--- src/sv/bwpm_pkg.sv ---
`timescale 1ns / 1ps
// shared constants, types and register codes for the blinds wipe pixel mask
// no dependencies; design files use scoped names, the testbench imports it
package bwpm_pkg;

    // pixel format
    localparam int COORD_BITS = 16;
    localparam int FRAC_BITS  = 8;
    localparam int CHANNELS   = 4;
    localparam int NUM_CHAN   = 4;
    localparam int CHAN_W     = 8;

    // configuration widths
    localparam int AXIS_W     = 16;
    localparam int AXIS_FRAC  = 14;
    localparam int DIST_W     = 20;
    localparam int INV_W      = 24;
    localparam int CFG_DATA_W = 24;
    localparam int CFG_ADDR_W = 3;

    // projection and blind coordinate
    localparam int PROD_W     = COORD_BITS + AXIS_W;
    localparam int PROJ_W     = PROD_W + 1;
    localparam int SHIFT      = AXIS_FRAC - FRAC_BITS;
    localparam int COARSE_W   = PROJ_W - SHIFT;
    localparam int MAG_W      = COARSE_W;
    localparam int DIV_STAGES = (MAG_W + 1) / 2;
    localparam int DIV_BITS   = 2 * DIV_STAGES;

    // visibility and channel scaling
    localparam int VIS_FRAC   = 24;
    localparam int VIS_W      = VIS_FRAC + 1;
    localparam int RAMP_W     = DIST_W + INV_W;
    localparam int CPROD_W    = CHAN_W + VIS_W;
    localparam int SCALED_W   = CPROD_W + 1 - VIS_FRAC;

    // stream widths
    localparam int CHAN_ALL_W = NUM_CHAN * CHAN_W;
    localparam int S_TDATA_W  = ((2 * COORD_BITS + CHAN_ALL_W + 7) / 8) * 8;
    localparam int M_TDATA_W  = ((CHAN_ALL_W + 7) / 8) * 8;

    // pipeline sizing
    localparam int FIFO_DEPTH   = 4;
    localparam int FIFO_PTR_W   = $clog2(FIFO_DEPTH);
    localparam int FIFO_CNT_W   = $clog2(FIFO_DEPTH + 1);
    localparam int FRONT_STAGES = 3;
    localparam int POST_STAGES  = 5;
    localparam int PIPE_CAP     = FRONT_STAGES + FIFO_DEPTH + DIV_STAGES + POST_STAGES;
    localparam int PEND_W       = $clog2(PIPE_CAP + 1) + 1;

    localparam logic [DIST_W-1:0]    PERIOD_MIN = DIST_W'(1 << FRAC_BITS);
    localparam logic [VIS_W-1:0]     VIS_ONE    = VIS_W'(1) << VIS_FRAC;
    localparam logic [CPROD_W:0]     VIS_HALF   = (CPROD_W + 1)'(1) << (VIS_FRAC - 1);
    localparam logic [CHAN_W-1:0]    CHAN_MAX   = CHAN_W'(255);

    // reset values of the registers
    localparam logic [AXIS_W-1:0] RST_AXIS_COS   = AXIS_W'(16384);
    localparam logic [AXIS_W-1:0] RST_AXIS_SIN   = AXIS_W'(0);
    localparam logic [DIST_W-1:0] RST_PERIOD     = DIST_W'(10240);
    localparam logic [DIST_W-1:0] RST_OPEN       = DIST_W'(10240);
    localparam logic [DIST_W-1:0] RST_FEATHER    = DIST_W'(0);
    localparam logic [INV_W-1:0]  RST_FEATHER_INV = INV_W'(0);

    typedef enum logic [CFG_ADDR_W-1:0] {
        REG_AXIS_COS    = 3'd0,
        REG_AXIS_SIN    = 3'd1,
        REG_PERIOD      = 3'd2,
        REG_OPEN        = 3'd3,
        REG_FEATHER     = 3'd4,
        REG_FEATHER_INV = 3'd5
    } cfg_reg_t;

    typedef enum logic [1:0] {
        VIS_ZERO,
        VIS_FULL,
        VIS_RAMP
    } vis_sel_t;

    typedef struct packed {
        logic [AXIS_W-1:0] axis_cos;
        logic [AXIS_W-1:0] axis_sin;
        logic [DIST_W-1:0] blind_period;
        logic [DIST_W-1:0] open_width;
        logic [DIST_W-1:0] feather_width;
        logic [INV_W-1:0]  feather_inverse;
    } cfg_t;

    // classified pixel: sign and magnitude of the coarse projection
    typedef struct packed {
        logic                  neg;
        logic [MAG_W-1:0]      mag;
        logic [CHAN_ALL_W-1:0] chan;
    } item_t;

endpackage

--- src/sv/bwpm_front.sv ---
`timescale 1ns / 1ps
// front part: accepts pixels, projects them onto the blind axis and splits
// the coarse coordinate into sign and magnitude; depends on bwpm_pkg
module bwpm_front (
    input  logic                             aclk,
    input  logic                             aresetn,
    input  bwpm_pkg::cfg_t                   cfg,
    input  logic                             in_valid,
    output logic                             in_ready,
    input  logic [bwpm_pkg::S_TDATA_W-1:0]   in_data,
    input  logic                             fifo_full,
    output logic                             push,
    output bwpm_pkg::item_t                  push_item
);

    localparam int CB = bwpm_pkg::COORD_BITS;

    logic signed [CB-1:0]                     pixel_x, pixel_y;
    logic signed [bwpm_pkg::PROD_W-1:0]       prod_x_next, prod_y_next;
    logic signed [bwpm_pkg::PROD_W-1:0]       prod_x_reg, prod_y_reg;
    logic signed [bwpm_pkg::PROJ_W-1:0]       sum_next;
    logic [bwpm_pkg::COARSE_W-1:0]            coarse_next, coarse_reg;
    logic [bwpm_pkg::CHAN_ALL_W-1:0]          chan1_reg, chan2_reg;
    logic                                     valid1_reg, valid2_reg, valid3_reg;
    logic                                     front_en;
    bwpm_pkg::item_t                          item_next, item_reg;

    // the front stages stall only when stage 3 holds an item the queue cannot take
    assign front_en  = !(valid3_reg && fifo_full);
    assign in_ready  = aresetn && front_en;
    assign push      = valid3_reg && !fifo_full;
    assign push_item = item_reg;

    assign pixel_x = $signed(in_data[CB-1:0]);
    assign pixel_y = $signed(in_data[2*CB-1:CB]);

    assign prod_x_next = bwpm_pkg::PROD_W'(pixel_x)
                       * bwpm_pkg::PROD_W'($signed(cfg.axis_cos));
    assign prod_y_next = bwpm_pkg::PROD_W'(pixel_y)
                       * bwpm_pkg::PROD_W'($signed(cfg.axis_sin));

    // taking the upper bits of the signed sum rounds toward minus infinity
    assign sum_next    = $signed({prod_x_reg[bwpm_pkg::PROD_W-1], prod_x_reg})
                       + $signed({prod_y_reg[bwpm_pkg::PROD_W-1], prod_y_reg});
    assign coarse_next = sum_next[bwpm_pkg::PROJ_W-1:bwpm_pkg::SHIFT];

    always_comb begin
        item_next.neg  = coarse_reg[bwpm_pkg::COARSE_W-1];
        item_next.mag  = item_next.neg ? (~coarse_reg + 1'b1) : coarse_reg;
        item_next.chan = chan2_reg;
    end

    always_ff @(posedge aclk) begin
        if (!aresetn) begin
            valid1_reg <= 1'b0;
            valid2_reg <= 1'b0;
            valid3_reg <= 1'b0;
        end else if (front_en) begin
            valid1_reg <= in_valid && in_ready;
            valid2_reg <= valid1_reg;
            valid3_reg <= valid2_reg;
        end
    end

    always_ff @(posedge aclk) begin
        if (front_en) begin
            prod_x_reg <= prod_x_next;
            prod_y_reg <= prod_y_next;
            chan1_reg  <= in_data[2*CB +: bwpm_pkg::CHAN_ALL_W];
            coarse_reg <= coarse_next;
            chan2_reg  <= chan1_reg;
            item_reg   <= item_next;
        end
    end

endmodule

--- config.mk ---
export PLATFORM = sky130hd
export DESIGN_NAME = bwpm_front
export DESIGN_NICKNAME = d
export VERILOG_FILES = /design/src/sv/bwpm_pkg.sv /design/src/sv/bwpm_front.sv
export SDC_FILE = /design/constraint.sdc
export NUM_CORES = 2
export LEC_CHECK = 0
export BUFFER_PORTS_ARGS = -buffer_cell sky130_fd_sc_hd__buf_4
export CORE_MARGIN = 5
export CORE_UTILIZATION = 25
export DETAILED_ROUTE_END_ITERATION = 7
export PLACE_DENSITY_LB_ADDON = 0.3
export SYNTH_ARGS = -nofsm -noshare
export SYNTH_HDL_FRONTEND = slang
export SYNTH_SLANG_ARGS = --single-unit
--- constraint.sdc ---
create_clock -name aclk -period 11 [get_ports aclk]
set_clock_uncertainty 0.05 [all_clocks]
set_input_delay 2.2 -clock aclk [delete_from_list [all_inputs] [get_ports aclk]]
set_output_delay 2.2 -clock aclk [all_outputs]
set_load 0.05 [all_outputs]
; Word level (Yosys, flattened, before mapping)
; Cells that the tools add are included.
[op_classes]
add_sub_neg = 2
multipliers = 2
n_mux = 1
n_bitwise = 1
n_reduce_logical = 6
[op_table]
columns = cell, count
row1 = $mul 16x16->32, 2
row2 = $add 32x32->33, 1
row3 = $add 27x1->27 const B, 1
row4 = $not 27->27, 1
row5 = $mux 26, 1
row6 = $logic_and 1x1->1, 4
row7 = $logic_not 1->1, 2
[totals]
register_bits = 218
word_cells = 24

; Depth between registers and ports, before layout
[logic_depth]
word_depth = 4
ltp_mapped = 24
depth_no_buf = 23

; Least setup slack after synthesis
; OpenSTA, ideal clock, no wires.
[synth_timing]
kind = input-to-output
startpoint = in fifo_full
endpoint = out in_ready
arrival_ns = 7.595
required_time_ns = 8.750
slack_ns = 1.155
path_stages = 2
cell_sequence = nand2_1 and2_1
[synth_via]
elab_chain_cells = 3
[synth_lines]
columns = item, line_no
row1 = start: declaration, bwpm_front.sv:11  ; input logic fifo_full,
row2 = $logic_and 1x1->1, bwpm_front.sv:29  ; assign front_en = !(valid3_reg && fifo_full);
row3 = $logic_not 1->1, bwpm_front.sv:29
row4 = $logic_and 1x1->1, bwpm_front.sv:30  ; assign in_ready = aresetn && front_en;
row5 = end: declaration, bwpm_front.sv:9  ; output logic in_ready,
; Every way passes these cells.

; Worst setup path in the final report
[layout_timing]
startpoint = in cfg[102] (netlist bit)
endpoint = reg prod_x_reg[30] (netlist bit), data pin
[layout_via]
elab_chain_cells = 1
[layout_lines]
columns = item, line_no
row1 = start: declaration, bwpm_front.sv:7  ; input bwpm_pkg::cfg_t cfg,
row2 = $mul 16x16->32, bwpm_front.sv:38  ; * bwpm_pkg::PROD_W'($signed(cfg.axis_cos));
row3 = via prod_x_next (one bit), bwpm_front.sv:19  ; logic signed [bwpm_pkg::PROD_W-1:0] prod_x_next, prod_y_next;
row4 = end signal: assignment, bwpm_front.sv:67  ; prod_x_reg <= prod_x_next;
row5 = end: declaration, bwpm_front.sv:20  ; logic signed [bwpm_pkg::PROD_W-1:0] prod_x_reg, prod_y_reg;
; The timed path passes the listed nets, and every way through them passes these cells.
; A chain may end at the register's enable or synchronous reset.

==> results.toml <==
[finish]
fill_cells = 11690
layout-drive-gt1-share_pct = 7.709
regArea_sq_mm = 0.006516
largest_reg_flops = 60
multi_input_area_sq_mm = 0.01905
final_common_cell = "inv_1"
final_cell_mix = "580 x inv_1, 524 x fa_1, 283 x nand2_1, 246 x and2_1, 215 x edfxtp_1"
area_growth_pct = 12.78
nets = 3666

[yosys]
yosysUniqueCellTypes = 64
yosys-top-cells-area = "fa_1 37%, edfxtp_1 23%, ha_1 8.8%"
yosys.area.top_type_share_pct = 37.47
yosysSeqAreaShare_pct = 23.27
synth_top_cell_by_area = "fa_1"
netlist_area_sq_mm = 0.02800
synth_edf_count = 215
synthArstFlopShare_pct = 0
syn_area_per_cell_sq_um = 10.58
ys_warn_count = 0
synth_ff_type = "edfxtp_1"
netlist_instances = 2647
syn_nets = 3551
ys_ff_latch = 218

[place]
dp_hpwl_um = 51170
port_buffers = 161
gp_congestion = 0.7777

[timing]
tightest_slew_ps = 1041
setup_tns_ps = 0
clock.fmax_mhz = 123.4
timing.slew.headroom_pct = 30.62
period_minus_slack_ps = 8103
rsz0062_at_grt = "no"
slew_violations = 0
finalSetupViolCount = 0
final-hold-violation-count = 0
period_share_pct = 73.66

[route]
drc = 0
antenna_left = 0
vias_per_cell = 4.245
wire_per_inst_um = 15.19
finalWirelength_um = 64770
drt_pass1_iterations = 5
vias = 18100
drtIter0Drc = 711

[cts]
cts_tree = "built"
clk_latency_ps = 520
root_buffer = "clkbuf_16"
cts_hold_buf = 0
htree_num_levels = 1
cts.clk_slew.worst_paths_ps = 70
cts_buffers = 22
clock_path_buffers = 3
cts_resized = 0
clock_sinks = 218
post_cts_buffers = 0

[worst_setup_path]
required_ps = 11220
crit_arrival_ps = 8320
crit_path_end_kind = "flop"
reg2regPathDepth = 6
cp-start-kind = "input port"
critPathMaxFanout = 16
crit_type = "input port to flop"

[floorplan]
die-area_sq_mm = 0.1188
core_area_sq_mm = 0.1110
die_h_um = 344.7
io_pins = 246
die_w_um = 344.7
rows = 122
start_util_pct = 25.23

[run]
cap_viol_max_count = 0

[global_route]
grt_use_total_pct = 11.01
grt_pass1_wl_um = 103900
grt_max_degree = 150
grt_pass1_vias = 19210
grt_overflow = 0
grt_antenna_before_repair = 4

[worst_hold_path]
hold_path_class = "flop to flop"
worstHoldPathCells = 0

[run_status]
outcome = "finished, final reports clean"
cell usage after synthesis, drive strengths merged (5+ instances only):
cell    instances
a211oi          7
a21boi          7
a21o           23
a21oi          60
a31oi           5
and2          247
and3            8
clkbuf         71
edfxtp        215
fa            524
ha            196
inv           580
nand2         284
nand2b         19
nand3          18
nand4           6
nor2           70
nor2b          13
nor3           23
nor4            5
o21a           14
o21ai          46
o21bai          7
o31ai          12
o41ai           6
or2            10
or3             6
xnor2          95
xor2           18
final timing paths:
kind / from / end / slack (ps)
max: cfg[102] / prod_x_reg[30]$_DFFE_PN_ / 2900
min: chan2_reg[7]$_DFFE_PN_ / push_item[7]$_DFFE_PN_ / 370
min reg2reg: chan2_reg[7]$_DFFE_PN_ / push_item[7]$_DFFE_PN_ / 370
max reg2reg: coarse_reg[8]$_DFFE_PN_ / push_item[49]$_DFFE_PN_ / 7590
layer usage:
metal / GRT usage [%] / routed length (um) / vias up
li1: - / - / 8411
met1: 14.54 / 28570 / 9315
met2: 19.57 / 32320 / 310
met3: 1.511 / 2921 / 66
met4: 1.764 / 949 / 2
met5: 0 / 13 / -
logic make-up after synthesis:
family                   share of synthesized area [%]
multiplexers                                    0.1117
AND/OR/NAND/NOR                                  12.85
XOR/XNOR                                         3.535
flip-flops                                       23.27
buffers and inverters                            8.727
AO/OA/AOI/OAI                                    5.282
adder cells (fa/ha/maj)                          46.22
cell type report:
cell class | count | area share, %
antenna | 1 | 0.007924
clock inverter | 14 | 0.5943
tap | 1488 | 5.896
multi-input combinational | 1778 | 60.32
sequential | 218 | 20.63
clock buffer | 24 | 1.767
timing repair buffer | 162 | 3.891
inverter | 580 | 6.894
worst max-delay path: stages:
cell,delay (ps)
buf_4,210
nand2_1,150
fa_1,550
inv_1,150
fa_1,900
fa_1,530
fa_1,500
fa_1,500
inv_1,50
fa_1,470
inv_1,40
ha_1,330
and2_1,200
and3_1,200
and3_1,170
a211oi_1,620
a211oi_1,190
o21ai_0,250
xnor2_1,100
stage by stage:
step	instance area (sq um)	hold slack (ps)	setup slack (ps)	util, %	std cells
3_5_place_dp	30830	354.5	2428	27.78	4226
2_1_floorplan	28000	350.3	1155	-	2647
3_3_place_gp	30830	350.8	2456	27.78	4226
4_1_cts	31580	368.8	2974	28.45	4264
5_1_grt	31580	373.6	2634	28.45	4264
6_report	31580	366.1	2897	28.46	4265
Power is not shown: default switching activity piles up to over one toggle a cycle in this logic, so the estimate is an artifact.
