File: src/sv/bwpm_pkg.sv
`timescale 1ns / 1ps
// shared constants, types and register codes for the blinds wipe pixel mask
// no dependencies; design files use scoped names, the testbench imports it
package bwpm_pkg;

    // pixel format
    localparam int COORD_BITS = 16;
    localparam int FRAC_BITS  = 8;
    localparam int CHANNELS   = 4;
    localparam int NUM_CHAN   = 4;
    localparam int CHAN_W     = 8;

    // configuration widths
    localparam int AXIS_W     = 16;
    localparam int AXIS_FRAC  = 14;
    localparam int DIST_W     = 20;
    localparam int INV_W      = 24;
    localparam int CFG_DATA_W = 24;
    localparam int CFG_ADDR_W = 3;

    // projection and blind coordinate
    localparam int PROD_W     = COORD_BITS + AXIS_W;
    localparam int PROJ_W     = PROD_W + 1;
    localparam int SHIFT      = AXIS_FRAC - FRAC_BITS;
    localparam int COARSE_W   = PROJ_W - SHIFT;
    localparam int MAG_W      = COARSE_W;
    localparam int DIV_STAGES = (MAG_W + 1) / 2;
    localparam int DIV_BITS   = 2 * DIV_STAGES;

    // visibility and channel scaling
    localparam int VIS_FRAC   = 24;
    localparam int VIS_W      = VIS_FRAC + 1;
    localparam int RAMP_W     = DIST_W + INV_W;
    localparam int CPROD_W    = CHAN_W + VIS_W;
    localparam int SCALED_W   = CPROD_W + 1 - VIS_FRAC;

    // stream widths
    localparam int CHAN_ALL_W = NUM_CHAN * CHAN_W;
    localparam int S_TDATA_W  = ((2 * COORD_BITS + CHAN_ALL_W + 7) / 8) * 8;
    localparam int M_TDATA_W  = ((CHAN_ALL_W + 7) / 8) * 8;

    // pipeline sizing
    localparam int FIFO_DEPTH   = 4;
    localparam int FIFO_PTR_W   = $clog2(FIFO_DEPTH);
    localparam int FIFO_CNT_W   = $clog2(FIFO_DEPTH + 1);
    localparam int FRONT_STAGES = 3;
    localparam int POST_STAGES  = 5;
    localparam int PIPE_CAP     = FRONT_STAGES + FIFO_DEPTH + DIV_STAGES + POST_STAGES;
    localparam int PEND_W       = $clog2(PIPE_CAP + 1) + 1;

    localparam logic [DIST_W-1:0]    PERIOD_MIN = DIST_W'(1 << FRAC_BITS);
    localparam logic [VIS_W-1:0]     VIS_ONE    = VIS_W'(1) << VIS_FRAC;
    localparam logic [CPROD_W:0]     VIS_HALF   = (CPROD_W + 1)'(1) << (VIS_FRAC - 1);
    localparam logic [CHAN_W-1:0]    CHAN_MAX   = CHAN_W'(255);

    // reset values of the registers
    localparam logic [AXIS_W-1:0] RST_AXIS_COS   = AXIS_W'(16384);
    localparam logic [AXIS_W-1:0] RST_AXIS_SIN   = AXIS_W'(0);
    localparam logic [DIST_W-1:0] RST_PERIOD     = DIST_W'(10240);
    localparam logic [DIST_W-1:0] RST_OPEN       = DIST_W'(10240);
    localparam logic [DIST_W-1:0] RST_FEATHER    = DIST_W'(0);
    localparam logic [INV_W-1:0]  RST_FEATHER_INV = INV_W'(0);

    typedef enum logic [CFG_ADDR_W-1:0] {
        REG_AXIS_COS    = 3'd0,
        REG_AXIS_SIN    = 3'd1,
        REG_PERIOD      = 3'd2,
        REG_OPEN        = 3'd3,
        REG_FEATHER     = 3'd4,
        REG_FEATHER_INV = 3'd5
    } cfg_reg_t;

    typedef enum logic [1:0] {
        VIS_ZERO,
        VIS_FULL,
        VIS_RAMP
    } vis_sel_t;

    typedef struct packed {
        logic [AXIS_W-1:0] axis_cos;
        logic [AXIS_W-1:0] axis_sin;
        logic [DIST_W-1:0] blind_period;
        logic [DIST_W-1:0] open_width;
        logic [DIST_W-1:0] feather_width;
        logic [INV_W-1:0]  feather_inverse;
    } cfg_t;

    // classified pixel: sign and magnitude of the coarse projection
    typedef struct packed {
        logic                  neg;
        logic [MAG_W-1:0]      mag;
        logic [CHAN_ALL_W-1:0] chan;
    } item_t;

endpackage

File: src/sv/bwpm_fifo.sv
`timescale 1ns / 1ps
// short register queue between the front and back parts of the wipe mask
// depends on bwpm_pkg for the item type and depth
module bwpm_fifo (
    input  logic            aclk,
    input  logic            aresetn,
    input  logic            push,
    input  bwpm_pkg::item_t push_item,
    input  logic            pop,
    output logic            full,
    output logic            empty,
    output bwpm_pkg::item_t head
);

    bwpm_pkg::item_t                        mem_reg [bwpm_pkg::FIFO_DEPTH];
    logic [bwpm_pkg::FIFO_PTR_W-1:0]        wr_ptr_reg, wr_ptr_next;
    logic [bwpm_pkg::FIFO_PTR_W-1:0]        rd_ptr_reg, rd_ptr_next;
    logic [bwpm_pkg::FIFO_CNT_W-1:0]        count_reg, count_next;

    localparam logic [bwpm_pkg::FIFO_PTR_W-1:0] PTR_LAST =
        bwpm_pkg::FIFO_PTR_W'(bwpm_pkg::FIFO_DEPTH - 1);
    localparam logic [bwpm_pkg::FIFO_CNT_W-1:0] CNT_FULL =
        bwpm_pkg::FIFO_CNT_W'(bwpm_pkg::FIFO_DEPTH);

    assign full  = (count_reg == CNT_FULL);
    assign empty = (count_reg == '0);
    assign head  = mem_reg[rd_ptr_reg];

    always_comb begin
        wr_ptr_next = wr_ptr_reg;
        rd_ptr_next = rd_ptr_reg;
        count_next  = count_reg;
        if (push) begin
            wr_ptr_next = (wr_ptr_reg == PTR_LAST) ? '0 : wr_ptr_reg + 1'b1;
        end
        if (pop) begin
            rd_ptr_next = (rd_ptr_reg == PTR_LAST) ? '0 : rd_ptr_reg + 1'b1;
        end
        if (push && !pop) begin
            count_next = count_reg + 1'b1;
        end else if (pop && !push) begin
            count_next = count_reg - 1'b1;
        end
    end

    always_ff @(posedge aclk) begin
        if (!aresetn) begin
            wr_ptr_reg <= '0;
            rd_ptr_reg <= '0;
            count_reg  <= '0;
        end else begin
            wr_ptr_reg <= wr_ptr_next;
            rd_ptr_reg <= rd_ptr_next;
            count_reg  <= count_next;
        end
    end

    always_ff @(posedge aclk) begin
        if (push) begin
            mem_reg[wr_ptr_reg] <= push_item;
        end
    end

endmodule

File: config.mk
export PLATFORM = sky130hd
export DESIGN_NAME = bwpm_fifo
export DESIGN_NICKNAME = d
export VERILOG_FILES = /design/src/sv/bwpm_pkg.sv /design/src/sv/bwpm_fifo.sv
export SDC_FILE = /design/constraint.sdc
export NUM_CORES = 1
export LEC_CHECK = 0
export BUFFER_PORTS_ARGS = -buffer_cell sky130_fd_sc_hd__clkbuf_2
export CAP_MARGIN = 20
export CORE_MARGIN = 1
export CORE_UTILIZATION = 50
export DETAILED_ROUTE_END_ITERATION = 12
export PLACE_DENSITY = 0.72
export SYNTH_ARGS = -nofsm -noshare
export SYNTH_HDL_FRONTEND = slang
export SYNTH_SLANG_ARGS = --single-unit
File: constraint.sdc
create_clock -name aclk -period 2.68 [get_ports aclk]
set_input_delay 0.268 -clock aclk [delete_from_list [all_inputs] [get_ports aclk]]
set_output_delay 0.268 -clock aclk [all_outputs]
set_load 0.005 [all_outputs]
After elaboration in Yosys (flattened, before gate mapping)
Memories as Yosys holds them, arrays and structs flattened. A register that Yosys moved wholly into a read port is not among the register bits.
Cells that the tools add are included.
{"block": "word_totals", "inputBits": 64, "word_cells": 25, "mem_count": 1, "mem_bits_rw": 240, "register_bits": 7}
{"block": "classes", "mux": 8, "n_eq_ne": 3, "n_reduce_logical": 6, "add_sub_neg": 4}
{"memory": "mem_reg", "words": 4, "width": 60, "read_ports": 1, "rd_clocked_by_memory_dff": 1, "write_ports": 1, "line_no": "bwpm_fifo.sv:15", "rtl": "bwpm_pkg::item_t mem_reg [bwpm_pkg::FIFO_DEPTH];"}
{"operator": "two-way mux 2 bit", "n": 4}
{"operator": "two-way mux 3 bit", "n": 2}
{"operator": "adder 2 x 1 -> 2 bit, second input constant", "n": 2}
{"operator": "== test 2 bit, second input constant", "n": 2}
{"operator": "adder 3 x 1 -> 3 bit, second input constant", "n": 1}
{"operator": "== test 3 bit, second input constant", "n": 1}
{"operator": "zero test 3 bit", "n": 1}
{"operator": "subtractor 3 x 1 -> 3 bit, second input constant", "n": 1}
{"operator": "logical AND 1 bit", "n": 2}
{"operator": "zero test 1 bit", "n": 2}
{"operator": "two-way mux 1 bit", "n": 2}
{"operator": "nonzero test 2 bit", "n": 1}

Depth between registers and ports, before layout
Gate-level depths: netlist of run 1.
{"block": "logic_depth", "word_depth": 4, "depth_mapped": 7, "ltp_nobuf": 7}

Least setup slack after synthesis of run 1
OpenSTA, ideal clock, no wires.
{"block": "synth_path", "path_type": "reg2reg", "startpoint": "reg wr_ptr_reg[0] in the netlist's numbering", "endpoint": "mem mem_reg[3][0] in the netlist's numbering, enable pin", "setup_time_ns": 0.424, "stages_incl_launch_ff": 3, "t_arrival_ns": 1.965, "path_slack_ns": 0.291, "t_required_ns": 2.256, "period_less_slack_ns": 2.389, "cell_sequence": "dfxtp_1 ha_1 and2_1"}
{"item": "start: declaration", "line_no": "bwpm_fifo.sv:16", "rtl": "logic [bwpm_pkg::FIFO_PTR_W-1:0] wr_ptr_reg, wr_ptr_next;"}
{"item": "start signal: assignment", "line_no": "bwpm_fifo.sv:52", "rtl": "wr_ptr_reg <= wr_ptr_next;"}
{"item": "end: declaration", "line_no": "bwpm_fifo.sv:15"}
No word-level cell before the write port.

==> results of run 1 <==
[worst max-delay path: stages, from the launching register on]
cell and delay [ps]:
dfxtp_4 600, buf_12 280, mux4_2 560, clkbuf_2 140
[report_power, final]
| group | switching, uW | leakage, uW | internal (uW) |
|---|---|---|---|
| clock network | 1320 | 0.000368 | 1860 |
| logic | 336 | 0.00130 | 395 |
| registers | 77.1 | 0.00228 | 4460 |
| total | 1730 | 0.00395 | 6710 |
[logic make-up after synthesis]
| logic type | Yosys count | share of synthesized area, % |
|---|---|---|
| XOR/XNOR | 2 | 0.1908 |
| AO/OA/AOI/OAI | 3 | 0.2181 |
| multiplexers | 64 | 15.15 |
| AND/OR/NAND/NOR | 15 | 0.9812 |
| adder cells (fa/ha/maj) | 7 | 1.036 |
| flip-flops | 249 | 80.46 |
| buffers and inverters | 18 | 1.962 |
[final cells by class]
type | count | share of cell area (%)
multi-input combinational | 91 | 14.22
sequential | 249 | 64.74
timing repair buffer | 194 | 11.85
inverter | 4 | 0.1314
clock buffer | 35 | 5.981
tap | 229 | 2.508
clock inverter | 9 | 0.5696
[synth_stat cells (all sizes together)]
library cell	number	area share (%)
nor3b	1	0.082
and2	5	0.34
ha	6	0.82
fa	1	0.22
xor2	1	0.095
dfxtp	9	2.0
o21a	1	0.082
nor2	1	0.041
nor3	2	0.11
or3	1	0.068
nor2b	5	0.34
a21boi	1	0.082
inv	4	0.16
mux4	60	15
xnor2	1	0.095
o21ai	1	0.054
edfxtp	240	78
buf	14	1.8
mux2i	4	0.44
[per-layer routing]
layer	share of wire (%)	routed length (um)	track usage, %
met5	0.079	13	0
met2	53	8730	32.24
met4	1.7	284	4.884
met3	4.4	724	3.495
met1	41	6720	22.45
[per-stage QoR]
| stage | std cells | setup slack, ps | hold slack, ps |
|---|---|---|---|
| after floorplan | 358 | 291.2 | 366.9 |
| after global placement | 708 | 799.0 | 480.3 |
| after detailed placement | 708 | 795.6 | 488.3 |
| after CTS | 811 | 259.6 | 6.811 |
| after global routing | 811 | 205.0 | 16.55 |
| final | 811 | 336.5 | 36.98 |
[path summary, 6_finish.rpt]
| path | end | slack [ps] | cells past startpoint |
|---|---|---|---|
| min | mem_reg[2][20] | 40 | 1 |
| max reg2reg | mem_reg[2][56] | 950 | 4 |
| min reg2reg | count_reg[2] | 530 | 2 |
| max | head[10] | 340 | 3 |
==> results_dict.tcl, run 1 <==
set metrics [dict create \
    multi_input_area_um2 1624 \
    initial_utilization_pct 51.11 \
    p_per_area_nw_per_um2 739.1 \
    post_cts_resized 0 \
    ctsHoldBuffers 59 \
    largest_register_ffs 240 \
    synth_cell_type_count 22 \
    vias 4335 \
    avgSynthCellArea_um2 25.65 \
    seq_area_um2 7395 \
    max-slew-margin-rel_pct 63.42 \
    slew_violations 0 \
    grt_antenna_before_repair 1 \
    drive_gt1_share_pct 40.03 \
    num_antenna_cells 0 \
    die_h_um 137.5 \
    cp_max_fo 22 \
    tns_ps 0 \
    vias_per_cell 5.345 \
    cts_buffers 24 \
    fin_nets 635 \
    clock_path_buffers 3 \
    ant_nets 0 \
    hold_viol_final 0 \
    synthesis.nets 429 \
    grt_usage_pct 18.06 \
    post_cts_buffers 0 \
    n_fill_cell 1190 \
    worstPathRequired_ps 2410 \
    setup_viol 0 \
    layout_commonest_cell "edfxtp_1" \
    ys_seq_area_share_pct 80.46 \
    hpwl_um 9814 \
    synth.ff_latch_count 249 \
    ys_warn_count 0 \
    status "finished clean" \
    grt_pass1_vias 4610 \
    p_leak_uw 0.003951 \
    rows 49 \
    dpl-instance-area_um2 10080 \
    ir_drop_uv 453.4 \
    final_cell_mix "edfxtp_1, clkbuf_2, mux4_2, dlygate4sd3_1, clkbuf_16" \
    clkSinkCount 249 \
    hold_start "push_item[20]" \
    globalplace.congestion 0.6995 \
    drt_wl_total_um 16470 \
    portBuffers 125 \
    drc 0 \
    drt-wirelength-per-cell_um 20.31 \
    min_path_type "in -> reg" \
    htreeDepth 1 \
    rsz0062_at_grt "no" \
    io_pins 126 \
    grt_max_degree 43 \
    reg2reg_from "wr_ptr_reg[0]" \
    syn_area_um2 9181 \
    cts_tree "done" \
    fmax_mhz 426.7 \
    clk_latency_ps 500 \
    overflow 0 \
    clock-root-buffer "clkbuf_16" \
    drt_iter0_drc 253 \
    dieArea_um2 18910 \
    power_uw 8442 \
    tightest_slew_ps 548.7 \
    drt_pass1_iterations 4 \
    utilization_pct 63.59 \
    final_area_um2 11420 \
    drv_cap 0 \
    start_kind "flip-flop" \
    synthCells 358 \
    synthToLayoutAreaGrowth_pct 24.41 \
    coreArea_um2 17960 \
    timing_worst_setup_path_type "reg -> out" \
    period_share_pct 87.44 \
    cp-end-kind "output pin" \
    cts.clk_slew.worst_paths_ps 60 \
    fin_worst_skew_ps 4.779 \
    crit_arrival_ps 2080 \
    dieWidth_um 137.5 \
    grt_pass1_wl_um 25070 \
    min_period_ps 2343 \
]
Note: power is estimated with default switching activity, not from simulation.
==> run 2: changes to the inputs <==
clock period = 2.5 ns   (was 2.68 ns; I/O delays follow)
==> results_dict.tcl, run 2 (same netlist as run 1, synthesis figures left out) <==
set metrics [dict create \
    status "finished clean" \
    drive_gt1_share_pct 41.81 \
    crit_arrival_ps 1980 \
    largest_register_ffs 240 \
    intPower_uw 7327 \
    r2r-end "mem_reg[1][0]" \
    utilization_pct 64.05 \
    fin_nets 639 \
    reg2reg_from "wr_ptr_reg[1]" \
    overflow 0 \
    n_fill_cell 1229 \
    min_path_type "in -> reg" \
    fmax_mhz 449.4 \
    grt_max_degree 61 \
    grt_pass1_vias 4614 \
    ant_nets 0 \
    dieWidth_um 137.5 \
    rows 49 \
    clock-root-buffer "clkbuf_16" \
    period_share_pct 89.00 \
    p_per_area_nw_per_um2 802.7 \
    rsz0062_at_grt "no" \
    drv_cap 0 \
    drt_pass1_iterations 4 \
    power_frac_comb_pct 8.7 \
    min_period_ps 2225 \
    tightest_slew_ps 409.2 \
    post_cts_buffers 0 \
    cp-end-kind "output pin" \
    cp_max_fo 27 \
    dieArea_um2 18910 \
    dp_slack_ps 705.9 \
    die_h_um 137.5 \
    grt_usage_pct 17.62 \
    synthToLayoutAreaGrowth_pct 25.31 \
    clock_path_buffers 3 \
    ir_drop_uv 558.8 \
    drc 0 \
    wl_met2_um 8330 \
    io_pins 126 \
    p_leak_uw 0.003995 \
    vias 4334 \
    p_sw_uw 1908 \
    hold_viol_final 0 \
    grt_antenna_before_repair 0 \
    tns_ps 0 \
    drt_wl_total_um 16130 \
    cts_tree "done" \
    wl_met1_um 6545 \
    r2r_cells 4 \
    vias_per_cell 5.318 \
    swShare_pct 20.66 \
    fin_worst_skew_ps 14.42 \
    min_path_cells 2 \
    power_frac_clock_pct 38.9 \
    wl_met3_um 947 \
    final_cell_mix "edfxtp_1, clkbuf_2, mux4_2, dlygate4sd3_1, clkbuf_16" \
    max-slew-margin-rel_pct 72.72 \
    clkSinkCount 249 \
    globalplace.congestion 0.7005 \
    num_antenna_cells 0 \
    drt-wirelength-per-cell_um 19.79 \
    worstPathRequired_ps 2250 \
    initial_utilization_pct 51.11 \
    top_layer "met4" \
    cts.clk_slew.worst_paths_ps 60 \
    reg2reg_slack_ps 900 \
    hold_start "aresetn" \
    timing_worst_setup_path_type "reg -> out" \
    clk_latency_ps 510 \
    start_kind "flip-flop" \
    grt_pass1_wl_um 24270 \
    power_uw 9235 \
    portBuffers 125 \
    htreeDepth 1 \
    coreArea_um2 17960 \
    hpwl_um 9353 \
    worst_slack_ps 275.0 \
    cts_buffers 25 \
    layout_commonest_cell "edfxtp_1" \
    drt_iter0_drc 269 \
    slew_violations 0 \
    setup_viol 0 \
    sequentialPowerShare_pct 52.4 \
]
## run 2: cell count changes in the layout (fill, tap and decap cells not counted), sizes merged
cell         previous run  this run
clkinv                  8        10
bufinv                  1         2
clkbuf                160       155
buf                    10        12
dlygate4sd3            59        60
clkinvlp                0         3
## run 2: layout make-up
cell class | count | area, um2 | area share (%)
Clock buffer | 30 | 674.4 | 5.862
Inverter | 4 | 15.01 | 0.1305
Clock inverter | 15 | 131.4 | 1.142
Sequential cell | 249 | 7395 | 64.27
Timing Repair Buffer | 197 | 1379 | 11.98
Tap cell | 229 | 286.5 | 2.490
Multi-Input combinational cell | 91 | 1624 | 14.12
## run 2: power by group through the flow
stage | logic [uW] | registers (uW) | clock network (uW)
finish | 807 | 4840 | 3590
floorplan | 431 | 4910 | 0
detailed placement | 744 | 4930 | 0
CTS | 824 | 4840 | 3680
global route | 882 | 4860 | 3820
global placement | 726 | 4920 | 0
## run 2: metal layers
metal  GRT usage, %  vias to the layer above
met5              0                        -
met4          5.556                        0
met3          4.010                       29
met2          30.82                      119
met1          21.75                     2241
li1               -                     1945
## run 2: worst max-delay path by stage
| stage | slack (ps) | endpoint |
|---|---|---|
| after floorplan | 110 | mem_reg[3][0] |
| after global placement | 760 | head[35] |
| after detailed placement | 710 | count_reg[2] |
| after CTS | 230 | head[35] |
| after global routing | 160 | head[31] |
| final | 270 | head[31] |
## run 2: what timing repair did
item | 4_1_cts | 5_1_grt
endpoints found under the hold margin | 240 | 0
resized for setup | 0 | 0
hold buffers | 60 | 0
## run 2: critical path: stages, from the launching register on
cell and delay [ps]:
dfxtp_4 600, buf_4 360, mux4_2 360, clkbuf_2 140
## run 2: stage by stage
step                cells  instance area, um2  hold WS [ps]
floorplan             358                9181         348.9
global placement      710               10100         463.6
detailed placement    710               10100         469.4
CTS                   815               11500         30.00
global route          815               11500         54.36
finish                815               11500         47.86
==> run 3: changes to the inputs <==
CORE_UTILIZATION = 25   (was 50)
PLACE_DENSITY = 0.47   (was 0.72)
SLEW_MARGIN = 20   (was not set)
==> results_dict.tcl, run 3 (same netlist as run 1, synthesis figures left out) <==
set metrics [dict create \
    portBuffers 125 \
    io_pins 126 \
    crit_arrival_ps 2100 \
    layout_commonest_cell "edfxtp_1" \
    vias 4369 \
    min_period_ps 2350 \
    drt-wirelength-per-cell_um 17.66 \
    drv_cap 0 \
    cp_max_fo 26 \
    drc 0 \
    clock-root-buffer "clkbuf_16" \
    slew_violations 0 \
    hold_viol_final 0 \
    rows 69 \
    utilization_pct 33.43 \
    status "finished clean" \
    grt_max_degree 61 \
    fin_worst_skew_ps 16.99 \
    clock_path_buffers 3 \
    hpwl_um 11480 \
    reg2reg_from "wr_ptr_reg[0]" \
    drt_iter0_drc 175 \
    final_cell_mix "edfxtp_1, clkbuf_2, dlygate4sd3_1, mux4_2, clkbuf_16" \
    grt_usage_pct 10.23 \
    fin_nets 646 \
    dieArea_um2 37500 \
    coreArea_um2 35830 \
    setup_viol 0 \
    ir_drop_uv 426.9 \
    grt_pass1_wl_um 29650 \
    period_share_pct 93.99 \
    final_area_um2 11980 \
    timing_worst_setup_path_type "reg -> out" \
    htreeDepth 1 \
    die_h_um 193.6 \
    drive_gt1_share_pct 42.02 \
    num_antenna_cells 0 \
    largest_register_ffs 240 \
    initial_utilization_pct 25.63 \
    cp-end-kind "output pin" \
    tightest_slew_ps 569.0 \
    dieWidth_um 193.6 \
    reg2reg_slack_ps 820 \
    clkSinkCount 249 \
    vias_per_cell 4.137 \
    globalplace.congestion 0.6853 \
    p_per_area_nw_per_um2 816.5 \
    drt_wl_total_um 18640 \
    p_leak_uw 0.004082 \
    cts_buffers 28 \
    r2r_cells 4 \
    rsz0062_at_grt "no" \
    start_kind "flip-flop" \
    grt_antenna_before_repair 0 \
    ant_nets 0 \
    drt_pass1_iterations 4 \
    overflow 0 \
    min_path_type "in -> reg" \
    clk_latency_ps 530 \
    r2r-end "mem_reg[2][57]" \
    max-slew-margin-rel_pct 62.07 \
    dpl-instance-area_um2 10420 \
    hold_start "pop" \
    worstPathRequired_ps 2250 \
    synthToLayoutAreaGrowth_pct 30.44 \
    cts_tree "done" \
    min_path_cells 3 \
    tns_ps 0 \
    cts.clk_slew.worst_paths_ps 60 \
    fmax_mhz 425.6 \
    grt_pass1_vias 5132 \
]
run 3: changes by cell type in the layout (fill, tap and decap cells not counted), moves of 2 or more:
cell / change
buf_4: +2
bufinv_16: +2
clkbuf_16: +4
clkbuf_8: -3
clkinv_1: +4
clkinv_2: -3
run 3: worst max-delay path: stages (launching register included):
cell and delay [ps]:
dfxtp_4 350, buf_4 460, mux4_2 590, clkbuf_2 130
run 3: cell type report:
cell class                      count  area, um2
Multi-Input combinational cell     91       1624
Clock buffer                       30      729.5
Sequential cell                   249       7395
Timing Repair Buffer              201       1424
Fill cell                        3385      23850
Tap cell                          461      576.8
Inverter                            4      15.01
Clock inverter                     20      212.7
run 3: power breakdown:
group / total [uW] / internal (uW) / switching [uW]
Clock: 4110 / 2520 / 1590
Combinational: 842 / 433 / 409
Sequential: 4830 / 4780 / 50.3
run 3: worst max-delay path by stage:
stage | start | slack (ps) | end | cells after the start
after global routing | flip-flop | 20 | head[42] | 3
after floorplan | wr_ptr_reg[0] | 110 | mem_reg[3][0] | 2
after CTS | flip-flop | 70 | head[42] | 3
after detailed placement | push | 580 | count_reg[2] | 7
after global placement | flip-flop | 680 | head[41] | 3
final | flip-flop | 150 | head[42] | 3
run 3: stage by stage:
stage | std cells | hold WS [ps] | setup slack (ps) | power, uW
2_1_floorplan | 358 | 348.9 | 111.2 | 5340
3_3_place_gp | 945 | 461.9 | 683.3 | 5679
3_5_place_dp | 945 | 473.2 | 579.0 | 5711
4_1_cts | 1056 | 43.31 | 65.62 | 9958
5_1_grt | 1056 | 72.98 | 16.39 | 10180
6_report | 1056 | 72.97 | 150.2 | 9779
run 3: timing repair:
item / in CTS / in global routing
gates resized for setup: 0 / 0
buffers inserted: 0 / 0
hold buffers: 61 / 0
endpoints found under the hold margin: 242 / 0
run 3: per-layer routing:
layer / global-route usage (%) / routed length (um) / up-vias
met5: 0 / 0 / -
met4: 3.052 / 413 / 0
met2: 17.41 / 9321 / 104
li1: - / - / 1961
met1: 12.99 / 8001 / 2267
met3: 2.313 / 908 / 37
